[src/hdl/stx_etx_dle_deframer_checker_unit_defines.svh]
// Assertion macros used by the deframer core.
// No dependencies; each file that asserts includes this header.
`ifndef STX_ETX_DLE_DEFRAMER_CHECKER_UNIT_DEFINES_SVH
`define STX_ETX_DLE_DEFRAMER_CHECKER_UNIT_DEFINES_SVH

// Same-cycle implication, disabled while reset is asserted.
`define SEDD_ASSERT_IMPLIES(label, clk, rstn, ante, cons) \
    label: assert property (@(posedge clk) disable iff (!(rstn)) (ante) |-> (cons)) \
        else $error("deframer assertion failed");

// Next-cycle implication, disabled while reset is asserted.
`define SEDD_ASSERT_NEXT(label, clk, rstn, ante, cons) \
    label: assert property (@(posedge clk) disable iff (!(rstn)) (ante) |=> (cons)) \
        else $error("deframer assertion failed");

`endif

[src/hdl/sedd_pkg.sv]
// Types, codes and the CRC-16 helper for the STX/ETX/DLE deframer.
// No dependencies.
package sedd_pkg;

    localparam logic [7:0] CH_STX = 8'h02;
    localparam logic [7:0] CH_ETX = 8'h03;
    localparam logic [7:0] CH_DLE = 8'h10;

    localparam logic [15:0] CRC_INIT = 16'hffff;
    localparam logic [15:0] CRC_POLY = 16'h1021;

    localparam logic REG_CHECKSUM_MODE = 1'b0;
    localparam logic REG_EVENT_NIBBLE  = 1'b1;

    typedef enum logic [1:0] {
        FS_HUNT,
        FS_DATA,
        FS_ESC
    } framer_state_t;

    typedef enum logic [2:0] {
        STATUS_OK        = 3'd0,
        STATUS_BAD_CHECK = 3'd1,
        STATUS_SHORT     = 3'd2,
        STATUS_STX_ABORT = 3'd3,
        STATUS_TOO_LONG  = 3'd4
    } frame_status_t;

    typedef struct packed {
        logic          is_frame_end;
        logic [7:0]    data_byte;
        frame_status_t frame_status;
        logic          is_event;
        logic [6:0]    payload_count;
    } result_t;

    function automatic logic [15:0] crc16_update(logic [15:0] crc, logic [7:0] b);
        logic [15:0] c;
        c = crc ^ {b, 8'h00};
        for (int i = 0; i < 8; i++) begin
            c = c[15] ? ({c[14:0], 1'b0} ^ CRC_POLY) : {c[14:0], 1'b0};
        end
        return c;
    endfunction

endpackage

[src/hdl/sedd_in_stage.sv]
// Input register for received bytes.
// Depends on nothing beyond the clock and reset.
module sedd_in_stage (
    input  logic       aclk,
    input  logic       aresetn,
    input  logic       s_valid,
    output logic       s_ready,
    input  logic [7:0] s_rx_byte,
    input  logic       advance,
    output logic       in_valid,
    output logic [7:0] in_byte
);

    logic       valid_reg;
    logic       valid_next;
    logic [7:0] byte_reg;

    assign s_ready = !valid_reg || advance;

    always_comb begin
        valid_next = valid_reg;
        if (s_valid && s_ready) begin
            valid_next = 1'b1;
        end else if (advance) begin
            valid_next = 1'b0;
        end
    end

    always_ff @(posedge aclk) begin
        if (!aresetn) begin
            valid_reg <= 1'b0;
        end else begin
            valid_reg <= valid_next;
        end
    end

    always_ff @(posedge aclk) begin
        if (s_valid && s_ready) begin
            byte_reg <= s_rx_byte;
        end
    end

    assign in_valid = valid_reg;
    assign in_byte  = byte_reg;

endmodule

[src/hdl/sedd_core.sv]
// Framing state machine, checksum window, running sum and CRC.
// Depends on sedd_pkg and the assertion macro header.
`include "stx_etx_dle_deframer_checker_unit_defines.svh"

module sedd_core
    import sedd_pkg::*;
#(
    parameter int BUFFER_BYTES = 66
) (
    input  logic       aclk,
    input  logic       aresetn,
    input  logic       fire,
    input  logic [7:0] in_byte,
    input  logic       checksum_mode,
    input  logic [3:0] event_nibble,
    output logic       res_valid,
    output result_t    res
);

    localparam int CW = $clog2(BUFFER_BYTES + 1);

    framer_state_t  state_reg, state_next;
    logic [CW-1:0]  count_reg, count_next;
    logic [7:0]     win0_reg, win0_next;
    logic [7:0]     win1_reg, win1_next;
    logic [7:0]     sum_reg, sum_next;
    logic [15:0]    crc_reg, crc_next;
    logic [7:0]     first_reg, first_next;
    logic           mode_reg, mode_next;

    logic           is_stx, is_etx, is_dle;
    logic [CW-1:0]  depth;
    logic [CW-1:0]  released;
    logic           too_long;
    logic           in_window;
    logic           check_good;
    logic           do_start;
    logic           do_collect;
    logic           do_verdict;
    frame_status_t  verdict_status;
    logic           verdict_out;
    logic           byte_out;
    logic           idle_frame;

    assign is_stx    = in_byte == CH_STX;
    assign is_etx    = in_byte == CH_ETX;
    assign is_dle    = in_byte == CH_DLE;
    assign depth     = mode_reg ? CW'(2) : CW'(1);
    assign released  = (count_reg > depth) ? count_reg - depth : '0;
    assign too_long  = count_reg >= CW'(BUFFER_BYTES);
    assign in_window = count_reg < depth;
    assign check_good = mode_reg ? ({win0_reg, win1_reg} == crc_reg)
                                 : ((~sum_reg + 8'd1) == win0_reg);

    always_comb begin
        do_start       = 1'b0;
        do_collect     = 1'b0;
        do_verdict     = 1'b0;
        verdict_status = STATUS_OK;
        if (fire) begin
            case (state_reg)
                FS_HUNT: begin
                    do_start = is_stx;
                end
                FS_ESC: begin
                    do_collect = 1'b1;
                end
                FS_DATA: begin
                    if (is_etx) begin
                        do_verdict = 1'b1;
                        if (count_reg <= depth) begin
                            verdict_status = STATUS_SHORT;
                        end else if (check_good) begin
                            verdict_status = STATUS_OK;
                        end else begin
                            verdict_status = STATUS_BAD_CHECK;
                        end
                    end else if (is_stx) begin
                        do_verdict     = 1'b1;
                        verdict_status = STATUS_STX_ABORT;
                    end else if (!is_dle) begin
                        do_collect = 1'b1;
                    end
                end
                default: begin
                    do_start = 1'b0;
                end
            endcase
            if (do_collect && too_long) begin
                do_collect     = 1'b0;
                do_verdict     = 1'b1;
                verdict_status = STATUS_TOO_LONG;
            end
        end
    end

    always_comb begin
        state_next = state_reg;
        if (fire) begin
            case (state_reg)
                FS_HUNT: state_next = is_stx ? FS_DATA : FS_HUNT;
                FS_DATA: begin
                    if (do_verdict) begin
                        state_next = FS_HUNT;
                    end else if (is_dle) begin
                        state_next = FS_ESC;
                    end else begin
                        state_next = FS_DATA;
                    end
                end
                FS_ESC:  state_next = do_verdict ? FS_HUNT : FS_DATA;
                default: state_next = FS_HUNT;
            endcase
        end
    end

    always_comb begin
        count_next = count_reg;
        win0_next  = win0_reg;
        win1_next  = win1_reg;
        sum_next   = sum_reg;
        crc_next   = crc_reg;
        first_next = first_reg;
        mode_next  = mode_reg;
        res_valid  = 1'b0;
        res        = '0;
        if (do_start || do_verdict) begin
            count_next = '0;
            win0_next  = '0;
            win1_next  = '0;
            sum_next   = '0;
            crc_next   = CRC_INIT;
            first_next = '0;
            mode_next  = checksum_mode;
        end
        if (do_verdict) begin
            res_valid          = 1'b1;
            res.is_frame_end   = 1'b1;
            res.frame_status   = verdict_status;
            res.is_event       = (released != '0) && (first_reg[7:4] == event_nibble);
            res.payload_count  = 7'(released);
        end else if (do_collect) begin
            count_next = count_reg + CW'(1);
            if (in_window) begin
                if (count_reg[0]) begin
                    win1_next = in_byte;
                end else begin
                    win0_next = in_byte;
                end
            end else begin
                if (mode_reg) begin
                    win0_next = win1_reg;
                    win1_next = in_byte;
                end else begin
                    win0_next = in_byte;
                end
                if (count_reg == depth) begin
                    first_next = win0_reg;
                end
                sum_next       = sum_reg + win0_reg;
                crc_next       = crc16_update(crc_reg, win0_reg);
                res_valid      = 1'b1;
                res.data_byte  = win0_reg;
            end
        end
    end

    always_ff @(posedge aclk) begin
        if (!aresetn) begin
            state_reg <= FS_HUNT;
            count_reg <= '0;
            win0_reg  <= '0;
            win1_reg  <= '0;
            sum_reg   <= '0;
            crc_reg   <= CRC_INIT;
            first_reg <= '0;
            mode_reg  <= 1'b1;
        end else begin
            state_reg <= state_next;
            count_reg <= count_next;
            win0_reg  <= win0_next;
            win1_reg  <= win1_next;
            sum_reg   <= sum_next;
            crc_reg   <= crc_next;
            first_reg <= first_next;
            mode_reg  <= mode_next;
        end
    end

    assign verdict_out = res_valid && res.is_frame_end;
    assign byte_out    = res_valid && !res.is_frame_end;
    assign idle_frame  = (state_reg == FS_HUNT) && (count_reg == '0);

    `SEDD_ASSERT_IMPLIES(a_count_bounded, aclk, aresetn, 1'b1, count_reg <= CW'(BUFFER_BYTES))
    `SEDD_ASSERT_IMPLIES(a_verdict_no_data, aclk, aresetn, verdict_out, res.data_byte == 8'd0)
    `SEDD_ASSERT_IMPLIES(a_byte_no_status, aclk, aresetn, byte_out, res.frame_status == STATUS_OK)
    `SEDD_ASSERT_IMPLIES(a_byte_no_count, aclk, aresetn, byte_out, res.payload_count == 7'd0)
    `SEDD_ASSERT_NEXT(a_verdict_rehunts, aclk, aresetn, verdict_out, idle_frame)

endmodule

[src/hdl/sedd_out_stage.sv]
// Result register between the deframer core and the result channel.
// Depends on sedd_pkg.
module sedd_out_stage
    import sedd_pkg::*;
(
    input  logic    aclk,
    input  logic    aresetn,
    input  logic    in_valid,
    input  logic    res_valid,
    input  result_t res,
    output logic    advance,
    output logic    m_valid,
    input  logic    m_ready,
    output result_t m_res
);

    logic    valid_reg;
    logic    valid_next;
    result_t res_reg;
    logic    load;

    assign advance = in_valid && (!valid_reg || m_ready);
    assign load    = advance && res_valid;

    always_comb begin
        valid_next = valid_reg;
        if (load) begin
            valid_next = 1'b1;
        end else if (m_ready) begin
            valid_next = 1'b0;
        end
    end

    always_ff @(posedge aclk) begin
        if (!aresetn) begin
            valid_reg <= 1'b0;
        end else begin
            valid_reg <= valid_next;
        end
    end

    always_ff @(posedge aclk) begin
        if (load) begin
            res_reg <= res;
        end
    end

    assign m_valid = valid_reg;
    assign m_res   = res_reg;

endmodule

[src/hdl/stx_etx_dle_deframer_checker_unit.sv]
// Top level of the STX/ETX/DLE deframer and checksum checker.
// Depends on sedd_pkg, sedd_in_stage, sedd_core and sedd_out_stage.
//
// Usage:
// The input channel (s_valid, s_ready, s_rx_byte) takes one raw received
// byte per transaction. The result channel (m_valid, m_ready and the m_
// fields) gives at most one result per input byte: a tentative payload
// byte released from the checksum window, or a frame verdict at ETX or
// on an abort. Bytes outside a frame and bytes held in the window give
// no result.
// Configuration (cfg_valid, cfg_ready, cfg_index, cfg_data) is always
// ready; index 0 selects the checksum, index 1 sets the event nibble.
// The checksum selection is latched when a frame starts.
// An accepted byte is held in the input register and its result in the
// result register; one byte is accepted every cycle while m_ready is high,
// as the framer, window, sum and CRC update together for each byte.
// A synchronous active-low reset returns the framer to hunting for STX,
// empties both registers and restores the configuration defaults.
// When the receiver stalls, the result holds and the input stage keeps
// one more byte before s_ready drops.
module stx_etx_dle_deframer_checker_unit
    import sedd_pkg::*;
#(
    parameter int BUFFER_BYTES = 66
) (
    input  logic       aclk,
    input  logic       aresetn,
    input  logic       s_valid,
    output logic       s_ready,
    input  logic [7:0] s_rx_byte,
    output logic       m_valid,
    input  logic       m_ready,
    output logic       m_is_frame_end,
    output logic [7:0] m_data_byte,
    output logic [2:0] m_frame_status,
    output logic       m_is_event,
    output logic [6:0] m_payload_count,
    input  logic       cfg_valid,
    output logic       cfg_ready,
    input  logic       cfg_index,
    input  logic [3:0] cfg_data
);

    logic       checksum_mode_reg;
    logic [3:0] event_nibble_reg;
    logic       advance;
    logic       in_valid;
    logic [7:0] in_byte;
    logic       res_valid;
    result_t    res;
    result_t    m_res;

    assign cfg_ready = 1'b1;

    always_ff @(posedge aclk) begin
        if (!aresetn) begin
            checksum_mode_reg <= 1'b1;
            event_nibble_reg  <= 4'd14;
        end else if (cfg_valid && cfg_ready) begin
            case (cfg_index)
                REG_CHECKSUM_MODE: checksum_mode_reg <= cfg_data[0];
                REG_EVENT_NIBBLE:  event_nibble_reg  <= cfg_data;
                default:           event_nibble_reg  <= event_nibble_reg;
            endcase
        end
    end

    sedd_in_stage u_in_stage (
        .aclk      (aclk),
        .aresetn   (aresetn),
        .s_valid   (s_valid),
        .s_ready   (s_ready),
        .s_rx_byte (s_rx_byte),
        .advance   (advance),
        .in_valid  (in_valid),
        .in_byte   (in_byte)
    );

    sedd_core #(
        .BUFFER_BYTES (BUFFER_BYTES)
    ) u_core (
        .aclk          (aclk),
        .aresetn       (aresetn),
        .fire          (advance),
        .in_byte       (in_byte),
        .checksum_mode (checksum_mode_reg),
        .event_nibble  (event_nibble_reg),
        .res_valid     (res_valid),
        .res           (res)
    );

    sedd_out_stage u_out_stage (
        .aclk      (aclk),
        .aresetn   (aresetn),
        .in_valid  (in_valid),
        .res_valid (res_valid),
        .res       (res),
        .advance   (advance),
        .m_valid   (m_valid),
        .m_ready   (m_ready),
        .m_res     (m_res)
    );

    assign m_is_frame_end  = m_res.is_frame_end;
    assign m_data_byte     = m_res.data_byte;
    assign m_frame_status  = m_res.frame_status;
    assign m_is_event      = m_res.is_event;
    assign m_payload_count = m_res.payload_count;

endmodule
[config.mk]
export PLATFORM = sky130hd
export DESIGN_NAME = stx_etx_dle_deframer_checker_unit
export DESIGN_NICKNAME = d
export VERILOG_FILES = /design/src/hdl/sedd_pkg.sv /design/src/hdl/sedd_in_stage.sv /design/src/hdl/sedd_core.sv /design/src/hdl/sedd_out_stage.sv /design/src/hdl/stx_etx_dle_deframer_checker_unit.sv
export VERILOG_INCLUDE_DIRS = /design/src /design/src/hdl
export SDC_FILE = /design/constraint.sdc
export NUM_CORES = 1
export LEC_CHECK = 0
export ABC_AREA = 0
export BUFFER_PORTS_ARGS = -buffer_cell sky130_fd_sc_hd__clkbuf_2
export CORE_ASPECT_RATIO = 1.25
export CORE_UTILIZATION = 54
export DETAILED_ROUTE_END_ITERATION = 16
export PLACE_DENSITY = 0.78
export SLEW_MARGIN = 20
export SYNTH_ARGS = -nofsm -noshare
export SYNTH_HDL_FRONTEND = slang
export SYNTH_SLANG_ARGS = --single-unit
[constraint.sdc]
create_clock -name aclk -period 3.24 [get_ports aclk]
set_input_delay 0.162 -clock aclk [delete_from_list [all_inputs] [get_ports aclk]]
set_output_delay 0.162 -clock aclk [all_outputs]
set_load 0.05 [all_outputs]
-- Word level (Yosys, flattened, before mapping)
Index checks and enable logic that the tools add are counted.
- register bits after elaboration: 93
- input bits: 18
- output and inout bits: 23
- word-level logic and storage cells: 142
- add/subtract/negate cells: 4
- $lt $le $gt $ge: 4
- eq/ne operators: 9
- mux-type cells: 72
- bitwise operators: 15
- reduce and logical (&&, ||, !) cells: 19
- operator list (kind ; number):
    8-bit 2-to-1 mux ; 21
    13-bit 2-to-1 mux ; 8
    16-bit 2-to-1 mux ; 4
    7-bit 2-to-1 mux ; 4
    1-bit 2-to-1 mux ; 25
    3-bit NOT ; 8
    16-bit equality test ; 1
    8-bit by 2-bit equality test with 1-bit output, second input constant ; 2
    16-bit bitwise XOR ; 1
    3-bit 2-to-1 mux ; 4
    8-bit by 1-bit adder with 8-bit output, second input constant ; 1
    8-bit adder ; 1
    8-bit by 5-bit equality test with 1-bit output, second input constant ; 1
    8-bit equality test ; 1
    2-bit 2-to-1 mux ; 4
    8-bit NOT ; 1
    7-bit by 1-bit adder with 7-bit output, second input constant ; 1
    7-bit equality test ; 1
    7-bit >= comparator, second input constant ; 1
    7-bit greater-than comparator ; 1
    7-bit less-or-equal comparator ; 1
    7-bit < comparator ; 1
    7-bit nonzero test ; 1
    7-bit subtractor ; 1
    14 further kinds ; 28

-- Logic depth before layout (Yosys ltp)
Gate-level depths: netlist of run 1.
- depth after elaboration: 20
- mapped depth: 10
- mapped depth without buffers: 9

-- Hierarchy
Synthesis of run 1 repeated with hierarchy kept, for this count alone.
- cells, all modules: 524
- area, all modules: 4987.3 sq um
- modules (own cells, without submodules) (module ; instances ; cells an instance ; area each (sq um) ; sequential area each (sq um)):
    sedd_core ; 1 ; 461 ; 3806.2 ; 1081.0
    sedd_out_stage ; 1 ; 26 ; 674.4 ; 620.6
    sedd_in_stage ; 1 ; 13 ; 297.8 ; 260.2
    stx_etx_dle_deframer_checker_unit ; 1 ; 24 ; 209.0 ; 100.1

-- Least setup slack after synthesis of run 1
Ideal clock, no wire load.
- path type: reg-to-reg
- start: reg u_core.mode_reg
- end: reg u_out_stage.res_reg, in the netlist u_out_stage.m_res[0], enable pin
- library setup time: 0.377 ns
- arrival time: 2.705 ns
- required time: 2.863 ns
- setup slack: 0.159 ns
- cell stages (with the launch flop): 9
- buffers on the path: 2
- clock period less this slack: 3.081 ns
- cell sequence: dfxtp_1 > clkbuf_1 > inv_1 > ha_1 > nor2b_1 > nor4b_2 > or4_1 > buf_2 > nand2_1
- longest elaborated chain between the ends: 6
- RTL lines (what ; line ; source):
    start, declared ; sedd_core.sv:29 ; logic mode_reg, mode_next;
    start signal, assigned ; sedd_core.sv:186 ; mode_reg <= mode_next;
    2-bit 2-to-1 mux ; sedd_core.sv:48 ; assign depth = mode_reg ? CW'(2) : CW'(1);
    7-bit < comparator ; sedd_core.sv:51 ; assign in_window = count_reg < depth;
    1-bit 2-to-1 mux ; sedd_core.sv:144 ; if (in_window) begin
    1-bit 2-to-1 mux ; sedd_core.sv:142 ; end else if (do_collect) begin
    1-bit 2-to-1 mux ; sedd_core.sv:136 ; if (do_verdict) begin
    1-bit logical AND ; sedd_out_stage.sv:23 ; assign load = advance && res_valid;
    net u_out_stage.load ; sedd_out_stage.sv:20 ; logic load;
    end signal, assigned ; sedd_out_stage.sv:44 ; res_reg <= res;
    end, declared ; sedd_out_stage.sv:19 ; result_t res_reg;
The timed path passes the listed nets, and every way through them passes these cells.
A chain may end at the register's enable or synchronous reset.

-- Worst setup path in the final report of run 1
- start: reg u_core.state_reg[0]
- end: reg u_core.win0_reg[3]
- longest elaborated chain between the ends: 12
- elaborated cells between the ends (all ways): 19
- classes of those cells: eq/ne (2); mux (14); reduce/logical (3)
- RTL lines (what ; line ; source):
    start, declared ; sedd_core.sv:22 ; framer_state_t state_reg, state_next;
    start signal, assigned ; sedd_core.sv:179 ; state_reg <= state_next;
    2-bit by 1-bit equality test with 1-bit output or 2-bit equality test (tied branches) ; sedd_core.sv:61 ; case (state_reg)
    1-bit one-hot mux with 2 select lines ; sedd_core.sv:61 ;
    1-bit 2-to-1 mux ; sedd_core.sv:60 ; if (fire) begin
    1-bit logical AND ; sedd_core.sv:89 ; if (do_collect && too_long) begin
    1-bit 2-to-1 mux ; sedd_core.sv:89 ;
    1-bit 2-to-1 mux ; sedd_core.sv:60 ;
    1-bit logical OR ; sedd_core.sv:127 ; if (do_start || do_verdict) begin
    8-bit 2-to-1 mux ; sedd_core.sv:127 ;
    8-bit 2-to-1 mux ; sedd_core.sv:145 ; if (count_reg[0]) begin
    8-bit 2-to-1 mux ; sedd_core.sv:144 ;
    8-bit 2-to-1 mux ; sedd_core.sv:142 ;
    8-bit 2-to-1 mux (*) ; sedd_core.sv:136 ;
    end signal, assigned ; sedd_core.sv:181 ; win0_reg <= win0_next;
    end, declared ; sedd_core.sv:24 ; logic [7:0] win0_reg, win0_next;
Mark *: on every way between the ends. The rest lies on a longest branch, timed or not. The select of a mux whose other input is x is not followed.

==> results of run 1 <==
## power by group
group	switching, uW	internal [uW]	leakage [uW]
registers	14.3	1160	0.000785
clock network	399	354	0.0000912
logic	48.8	35.9	0.00120
## worst min-delay path, stage by stage
cell and delay (ns):
clkbuf_2 0.08, a21oi_1 0.04, nor2_1 0.06
## area by class of cell
cell class	count	area [um^2]	share of cell area [%]
Multi-Input combinational cell	371	2560	47.2
Clock inverter	7	71.3	1.32
Timing Repair Buffer	61	393	7.25
Clock buffer	9	124	2.29
Sequential cell	89	2060	38.0
Inverter	17	63.8	1.18
Tap cell	120	150	2.77
## cell families after synthesis
| kind of cell | count (synthesis) | share of synthesized area (%) |
|---|---|---|
| compound gates | 104 | 15.1 |
| xor+xnor | 56 | 10.2 |
| fa+ha+maj | 18 | 5.02 |
| buf+inv | 35 | 3.50 |
| flops | 89 | 43.1 |
| mux | 12 | 2.54 |
| other cells | 1 | 0.0784 |
| simple gates | 180 | 20.4 |
## what timing repair did
| item | CTS | global route |
|---|---|---|
| setup endpoints to repair | 0 | 0 |
| hold buffers | 8 | 0 |
| hold endpoints to repair | 8 | 0 |
## cell usage in the layout (no fill, tap or decap), types with 4 or more instances in the layout
| cell | count |
|---|---|
| o21ai_1 | 4 |
| or3_1 | 7 |
| a21oi_1 | 28 |
| clkbuf_8 | 9 |
| inv_1 | 17 |
| nor2_1 | 40 |
| nand2b_1 | 5 |
| a221oi_1 | 9 |
| and3_1 | 4 |
| xnor2_1 | 31 |
| ha_1 | 16 |
| o22a_1 | 4 |
| buf_4 | 13 |
| nand2_1 | 36 |
| mux2i_1 | 11 |
| o21ai_0 | 10 |
| dfxtp_1 | 61 |
| a211oi_1 | 9 |
| edfxtp_1 | 28 |
| clkbuf_2 | 39 |
| a22oi_1 | 8 |
| nor3_1 | 19 |
| and2_1 | 13 |
| o22ai_1 | 10 |
| nand3_1 | 15 |
| nor4_1 | 6 |
| dlygate4sd3_1 | 8 |
| nor2b_1 | 7 |
| xor2_1 | 25 |
| nand3b_1 | 11 |
## per-stage QoR
step / hold WS [ns] / utilization, % / power [uW]
final: 0.0192 / 62.6 / 2010
after global routing: 0.0354 / 62.6 / 2070
after CTS: 0.0131 / 62.6 / 2020
after detailed placement: 0.341 / 59.5 / 1270
after global placement: 0.339 / 59.5 / 1270
after floorplan: 0.261 / - / 1240
## per-layer routing
| metal | track usage [%] | wire length (um) | up-vias |
|---|---|---|---|
| li1 | - | - | 1902 |
| met1 | 29.8 | 4570 | 1842 |
| met2 | 45.4 | 5680 | 134 |
| met3 | 4.52 | 565 | 31 |
| met4 | 16.0 | 482 | 0 |
| met5 | 0 | 0 | - |
## final timing paths
path                       start                   to  slack [ns]  cells after the start
max reg2reg  u_core.state_reg[0]   u_core.win0_reg[3]        0.44                      8
min                      s_valid  u_in_stage.in_valid        0.02                      3
min reg2reg  event_nibble_reg[0]  event_nibble_reg[0]        0.47                      2
max          u_core.state_reg[0]   u_core.win0_reg[3]        0.44                      8
==> run_results.csv, run 1 <==
group,metric,value,unit
timing,fin_crit,2.80,ns
clock_network,clk_root_buffer_cell,"clkbuf_8",
die,die_w,86.2,um
final_layout,syn2layout_area_growth,13.3,%
timing,finalHoldViolations,0,
final_layout,drive_gt1_share,15.0,%
grt,antenna_found_initial,0,
synthesis,netlist.area_leader.share,25.5,%
placement,io_buffers,39,
timing,setup_viol,0,
grt,grt_pass1_vias,3866,
flow_run,maxCapViolCount,0,
synthesis,synth_edf_count,28,
clock_network,clock_path_buffers,2,
die,die_height,107,um
timing,min_period_over_period,86.4,%
critical_path,crit_buf_inv,2,
clock_network,cts_tree,"yes",
critical_path,arrival,3.09,ns
synthesis,synth_common_cells,"dfxtp_1 (61), nor2_1 (40), nand2_1 (36), xnor2_1 (31)",
placement,dp_cells,650,
synthesis,synth_flop_cell,"dfxtp_1",
die,core-area,8650,um^2
timing,fmax,357,MHz
power,vdd_ir_drop_max,0.270,mV
timing,tns,0,ns
clock_network,post_cts_buffers,0,
synthesis,syn_area,4790,um^2
critical_path,required,3.53,ns
final_layout,largest_reg_flops,20,
synthesis,syn_nets,531,
synthesis,yosysWarnings,0,
die,io_pins,41,
critical_path,cp-start-kind,"flop",
clock_network,cts.sinks,89,
die,rows,38,
clock_network,post_cts_resized,0,
timing,setup_ws,0.439,ns
final_layout,stdcell_count,674,
timing,rsz0062_at_grt,"false",
synthesis,synth_area_leaders,"dfxtp_1 (26%), edfxtp_1 (18%), xnor2_1 (5.7%)",
synthesis,syn_inst,495,
routing,dr.pass1.iters,4,
critical_path,crit_type,"flop to flop",
critical_path,worstPathMaxFanout,23,
clock_network,numCtsBuffers,9,
routing,via_count,3909,
grt,grt_max_degree,24,
synthesis,synth_area_per_cell,9.67,um^2
synthesis,async_reset_ff_share,0,%
critical_path,cp-end-kind,"flop",
die,initial_core_util,55.3,%
placement,dpl_worst_slack,0.534,ns
clock_network,cts.clk_slew.worst_paths,0.09,ns
grt,grt_overflow,0,
power,p_leak,0.00208,uW
clock_network,htree_num_levels,3,
synthesis,synth_cell_type_count,62,
timing,report.final.slew_viol_count,0,
synthesis,synth_seq_area_share,43.1,%
power,pwr_density_cell,371,nW/um^2
timing,fin_skew,0.0146,ns
final_layout,num-fill-cells,711,
status,status,"complete, no violations",
timing,worst_slew_pin_slew,0.762,ns
placement,place_area,5140,um^2
routing,wl_per_cell,16.8,um
routing,drt-initial-drc-count,319,
final_layout,nets,585,
synthesis,yosysMostFrequentCell,"dfxtp_1",
placement,gp_congestion,0.923,
critical_path,slowest_stage,"o2111ai_1",
grt,grt_use_total,26.2,%
die,die_area,9250,um^2
synthesis,ys_seq_elements,89,
routing,drt-total-wl,11300,um
placement,hpwl,8300,um
routing,final_antenna_net_count,0,
final_layout,num_antenna_cells,0,
critical_path,critPathTopFamily,"compound AO/OA/AOI/OAI gates",
timing,maxSlewHeadroom,49.1,%
final_layout,finalInstanceArea,5420,um^2
critical_path,crit_chain,"inv_1 > ha_1 > o2111ai_1 > nor3_2 > nor2_4 > nand2_1 > buf_12 > a211oi_1",
grt,grt_pass1_wl,18500,um
min_path,hold_class,"input pin to flop",
routing,viasPerCell,5.80,
synthesis,synth_area_leader_cell,"dfxtp_1",
clock_network,clk_latency,0.37,ns
routing,drc,0,
critical_path,slowest_delay,0.68,ns
(Power assumes the default switching activity.)
==> run 2: changes to the inputs <==
--- a/config.mk
+++ b/config.mk
@@ -6,12 +6,12 @@
 export SDC_FILE = /design/constraint.sdc
 export NUM_CORES = 1
 export LEC_CHECK = 0
-export ABC_AREA = 0
+export ABC_AREA = 1
 export BUFFER_PORTS_ARGS = -buffer_cell sky130_fd_sc_hd__clkbuf_2
 export CORE_ASPECT_RATIO = 1.25
-export CORE_UTILIZATION = 54
+export CORE_UTILIZATION = 55
 export DETAILED_ROUTE_END_ITERATION = 16
-export PLACE_DENSITY = 0.78
+export PLACE_DENSITY = 0.79
 export SLEW_MARGIN = 20
 export SYNTH_ARGS = -nofsm -noshare
 export SYNTH_HDL_FRONTEND = slang
==> run 2 against run 1 <==
  * Synthesized area rose by 9.4%
  * Clock power up 23%
  * Routed wire length is 10% higher
  * Clock skew shrank 0.0065 ns
  * Critical endpoint is now u_out_stage.m_res[15]
==> run_results.csv, run 2 <==
group,metric,value,unit
critical_path,cp-start-kind,"flop",
timing,min_period_over_period,79.1,%
placement,hpwl,8870,um
timing,worst_slew_pin_slew,0.645,ns
routing,drc,0,
synthesis,ys_seq_elements,89,
critical_path,worstPathMaxFanout,17,
min_path,whs_path_depth,3,
clock_network,post_cts_buffers,0,
final_layout,syn2layout_area_growth,11.0,%
die,die_height,111,um
clock_network,ctsHoldBuffers,8,
power,switchingPower,470,uW
power,p_leak,0.00238,uW
final_layout,final_cell_mix,"nand2_1 (153), nor2_1 (66), inv_1 (65)",
synthesis,synth_flop_cell,"dfxtp_1",
grt,grt_max_degree,35,
min_path,worstHoldStart,"cfg_data[2]",
timing,setup_viol,0,
grt,antenna_found_initial,0,
clock_network,clock_path_buffers,2,
flow_run,maxCapViolCount,0,
critical_path,required,3.27,ns
timing,report.final.slew_viol_count,0,
critical_path,cp-end-kind,"flop",
synthesis,synth_seq_area_share,39.4,%
synthesis,yosysMostFrequentCell,"nand2_1",
routing,drt-total-wl,12400,um
power,pwr_density_cell,375,nW/um^2
placement,io_buffers,39,
timing,fin_hold_ws,0.0261,ns
critical_path,arrival,2.59,ns
synthesis,async_reset_ff_share,0,%
die,die_area,9920,um^2
power,power_frac_seq,53.9,%
timing,maxSlewHeadroom,56.9,%
status,status,"complete, no violations",
power,vdd_ir_drop_max,0.239,mV
synthesis,syn_nets,708,
die,rows,39,
synthesis,synth_edf_count,28,
synthesis,synth_area_leader_cell,"dfxtp_1",
critical_path,reg2reg_depth,8,
grt,grt_use_total,26.5,%
clock_network,htree_num_levels,3,
clock_network,cts_tree,"yes",
routing,wl_per_cell,14.7,um
synthesis,synth_cell_type_count,46,
critical_path,timing.rr.start,"u_in_stage.in_byte[5]",
synthesis,synth_area_per_cell,7.79,um^2
die,core-area,9170,um^2
timing,fin_crit,2.56,ns
timing,fin_skew,0.00810,ns
synthesis,synth_common_cells,"nand2_1 (153), nor2_1 (66), inv_1 (65), dfxtp_1 (61), a21oi_1 (55)",
clock_network,cts.sinks,89,
synthesis,synth_area_leaders,"dfxtp_1 (23%), edfxtp_1 (16%), nand2_1 (11%)",
critical_path,crit_type,"flop to flop",
min_path,hold_class,"input pin to flop",
critical_path,crit-reg2reg-capture,"u_out_stage.m_res[15]",
routing,viasPerCell,5.49,
clock_network,cts.clk_slew.worst_paths,0.06,ns
routing,final_antenna_net_count,0,
routing,dr.pass1.iters,6,
final_layout,nets,752,
synthesis,syn_inst,672,
routing,drt-initial-drc-count,322,
synthesis,netlist.area_leader.share,23.3,%
power,clockPowerShare,42.4,%
grt,grt_pass1_vias,4470,
final_layout,drive_gt1_share,14.1,%
clock_network,numCtsBuffers,9,
clock_network,clk_root_buffer_cell,"clkbuf_16",
synthesis,yosysWarnings,0,
synthesis,syn_area,5240,um^2
timing,finalHoldViolations,0,
final_layout,final_common_cell,"nand2_1",
clock_network,post_cts_resized,0,
grt,grt_pass1_wl,20200,um
power,sw_frac_of_total,21.6,%
power,p_int,1710,uW
min_path,min_to,"event_nibble_reg[2]",
timing,fmax,390,MHz
die,io_pins,41,
timing,tns,0,ns
power,power.share.combinational,3.7,%
final_layout,num_antenna_cells,0,
grt,grt_overflow,0,
critical_path,reg2reg_slack,0.68,ns
timing,rsz0062_at_grt,"false",
routing,via_count,4636,
clock_network,clk_latency,0.34,ns
placement,gp_congestion,0.918,
final_layout,largest_reg_flops,20,
die,die_w,89.3,um
die,initial_core_util,57.1,%
[run 2: cell types whose count changed after synthesis, moves of 9 or more]
cell      delta
nand2_1    +117
inv_1       +48
nand3_1     +32
a21oi_1     +27
nor2_1      +26
o21ai_0     +19
and2_1      -12
mux2i_1     -11
nand4_1     +11
o21ai_2     +11
nand3b_1    -10
a211oi_1     -9
a221oi_1     -9
[run 2: critical path, stage by stage (launching register included)]
cell,delay (ns)
edfxtp_1,0.43
inv_1,0.14
nand3_1,0.08
nor2_1,0.26
nand3_1,0.40
nand2_8,0.28
inv_2,0.12
nand2_1,0.23
buf_4,0.29
[run 2: through the flow]
step	setup slack, ns	util (%)	std cells	total power, uW	cell area, um^2
after floorplan	0.584	-	672	1240	5240
after global placement	0.832	59.7	820	1270	5470
final	0.679	63.3	844	2180	5810
after detailed placement	0.751	59.7	820	1270	5470
after CTS	0.737	63.3	844	2190	5810
after global routing	0.573	63.3	844	2240	5810
[run 2: logic make-up after synthesis]
logic type                 synth area share [%]
AOI/OAI and AO/OA                          12.0
xor gates and xnor gates                   7.19
adders and majority gates                  4.59
buffers and inverters                      8.08
DFF                                        39.4
other                                    0.0716
and+or+nand+nor                            28.7
[run 2: area by class of cell]
cell class | instances | area [um^2]
Timing Repair Buffer | 50 | 298
Clock inverter | 3 | 16.3
Fill cell | 829 | 3360
Sequential cell | 89 | 2060
Tap cell | 123 | 154
Multi-Input combinational cell | 491 | 2750
Clock buffer | 13 | 240
Inverter | 75 | 289
[run 2: metal layers]
metal	track usage, %	up-vias	wire length, um
li1	-	2282	-
met1	31.2	2118	5170
met2	44.3	192	6090
met3	5.36	44	727
met4	14.0	0	443
met5	0	-	0
[run 2: worst max path at each step]
stage                               start                    end  cells past startpoint
floorplan                 u_core.mode_reg    u_out_stage.m_valid                     12
global placement      u_core.count_reg[0]  u_out_stage.m_res[13]                     12
detailed placement    u_core.count_reg[0]  u_out_stage.m_res[14]                     12
CTS                   u_core.count_reg[0]  u_out_stage.m_res[15]                     12
global route        u_in_stage.in_byte[4]  u_out_stage.m_res[15]                      8
finish              u_in_stage.in_byte[5]  u_out_stage.m_res[15]                      8
[run 2: power groups by stage]
stage | combinational, uW | clock [uW] | sequential (uW)
2_1_floorplan | 52.5 | 0 | 1190
3_5_place_dp | 72.6 | 0 | 1200
3_3_place_gp | 70.9 | 0 | 1190
5_1_grt | 88.7 | 982 | 1170
4_1_cts | 80.2 | 935 | 1170
6_report | 81.2 | 923 | 1170
==> run 3: changes to the inputs <==
==> constraint.sdc (replaced) <==
create_clock -name aclk -period 2.3 [get_ports aclk]
set_input_delay 0.115 -clock aclk [delete_from_list [all_inputs] [get_ports aclk]]
set_output_delay 0.115 -clock aclk [all_outputs]
set_load 0.05 [all_outputs]
==> run 3 against run 2 <==
  * Sequential share of layout area is 2.0 points lower
  * Routed wire length is 2.9% higher
  * Worst hold slack worse by 0.024 ns
  * Power is 53% higher
  * Clock-buffer cell count is 2 lower
  * Via count is 2.0% higher
  * Utilization is 3.8 points higher
  * Non-clock buffer count is 30 higher
  * Sequential cell count stayed put
  * Register-to-register slack worse by 0.56 ns
  * Combinational power is 75% higher
  * Cell count is 3.6% higher
  * Critical endpoint is now u_out_stage.m_res[0]
  * Highest routed layer unchanged
==> run_results.csv, run 3 (synthesized netlist as in run 2, its figures left out) <==
group,metric,value,unit
timing,finalHoldViolations,0,
clock_network,htree_num_levels,3,
power,p_total,3330,uW
status,status,"complete, no violations",
final_layout,num-fill-cells,757,
clock_network,clock_path_buffers,2,
power,vdd_ir_drop_max,0.356,mV
timing,fmax,459,MHz
timing,maxSlewHeadroom,65.9,%
timing,setup_ws,0.120,ns
final_layout,final_common_cell,"nand2_1",
placement,hpwl,9210,um
routing,via_count,4727,
final_layout,drive_gt1_share,18.9,%
grt,grt_use_total,27.3,%
critical_path,slowest_delay,0.46,ns
clock_network,cts_tree,"yes",
flow_run,maxCapViolCount,0,
timing,tns,0,ns
critical_path,critPathTopFamily,"simple AND/OR/NAND/NOR gates",
timing,fin_hold_ws,0.00182,ns
final_layout,final-seq-area,2060,um^2
routing,drt-initial-drc-count,276,
critical_path,slowest_stage,"edfxtp_1",
final_layout,final_cell_mix,"nand2_1 (149), nor2_1 (65), inv_1 (63)",
critical_path,required,2.40,ns
critical_path,crit_chain,"inv_2 > nand2_1 > nor2_1 > nand2_1 > nand2_1 > nand2_2 > and2_4 > nand2_8 > inv_8 > nand2_8 > nand2_4 > buf_12",
critical_path,crit_type,"flop to flop",
placement,io_buffers,39,
die,die_w,89.3,um
clock_network,clk_root_buffer_cell,"clkbuf_16",
clock_network,cts.clk_slew.worst_paths,0.07,ns
critical_path,crit_buf_inv,3,
critical_path,arrival,2.28,ns
timing,fin_skew,0.00927,ns
routing,viasPerCell,5.41,
die,core-area,9170,um^2
clock_network,numCtsBuffers,9,
power,p_leak,0.00255,uW
die,rows,39,
final_layout,multiInputGateArea,2770,um^2
power,pwr_density_cell,540,nW/um^2
final_layout,largest_reg_flops,20,
timing,rsz0062_at_grt,"false",
grt,grt_max_degree,28,
routing,drc,0,
routing,final_antenna_net_count,0,
final_layout,num_antenna_cells,0,
grt,grt_overflow,0,
final_layout,stdcell_count,874,
die,initial_core_util,57.1,%
timing,fin_crit,2.18,ns
die,io_pins,41,
die,die_height,111,um
critical_path,path_common_cell,"nand2_1",
final_layout,nets,782,
grt,grt_pass1_wl,20800,um
grt,antenna_found_initial,0,
timing,setup_viol,0,
placement,gp_congestion,1.01,
timing,min_period_over_period,94.8,%
critical_path,cp-end-kind,"flop",
grt,grt_pass1_vias,4495,
die,die_area,9920,um^2
timing,worst_slew_pin_slew,0.507,ns
routing,dr.pass1.iters,5,
critical_path,cp-start-kind,"flop",
final_layout,syn2layout_area_growth,17.7,%
clock_network,cts.sinks,89,
placement,dpl_worst_slack,0.0864,ns
timing,report.final.slew_viol_count,0,
placement,dp_cells,835,
routing,wl_per_cell,14.6,um
routing,drt-total-wl,12800,um
critical_path,worstPathMaxFanout,20,
min_path,hold_class,"input pin to flop",
clock_network,clk_latency,0.34,ns
run 3: cell types whose count changed in the layout (fill, tap and decap cells not counted), sizes merged:
cell | previous run | this run
bufinv | 0 | 1
dlygate4sd3 | 8 | 11
clkbuf | 52 | 50
clkinvlp | 0 | 2
inv | 74 | 73
buf | 3 | 30
run 3: layer usage:
| layer | global-route usage [%] | part of all wire (%) | vias up |
|---|---|---|---|
| li1 | - | - | 2362 |
| met2 | 47.4 | 52 | 151 |
| met3 | 4.62 | 4.4 | 33 |
| met1 | 32.3 | 41 | 2181 |
| met4 | 11.9 | 2.7 | 0 |
| met5 | 0 | 0 | - |
run 3: timing repair:
action,CTS,global route
setup endpoints to repair,0,52
hold buffers,11,0
gates resized for setup,0,10
buffers inserted,0,12
hold endpoints to repair,11,0
run 3: power breakdown:
group	switching (uW)	internal [uW]
logic	79.8	62.5
clock network	622	912
registers	21.0	1630
run 3: final cells by class:
cell class              instances  area share [%]
clock inverters                 5            1.02
clock buffers                  11            4.12
multi-input cells             491            45.0
inverters                      75            4.73
repair buffers                 80            9.14
flip-flops and latches         89            33.5
well taps                     123            2.50
run 3: worst paths after layout:
check                              from                   end  slack (ns)  depth (start not counted)
hold reg to reg       u_core.sum_reg[7]     u_core.sum_reg[7]        0.49                          2
hold / removal              cfg_data[0]     checksum_mode_reg       0.002                          3
setup reg to reg  u_in_stage.in_byte[5]  u_out_stage.m_res[0]        0.12                         12
setup / recovery  u_in_stage.in_byte[5]  u_out_stage.m_res[0]        0.12                         12
run 3: through the flow:
| stage | util [%] | instance area (um^2) |
|---|---|---|
| after global placement | 61.3 | 5620 |
| after floorplan | - | 5250 |
| after detailed placement | 61.3 | 5620 |
| final | 67.2 | 6160 |
| after CTS | 65.9 | 6050 |
| after global routing | 67.2 | 6160 |
run 3: worst register-to-register path, delay by kind of cell, from the launching register on:
kind          cells  cell delay (ns)
flops             1             0.46
simple gates      9             1.09
buf+inv           3             0.37
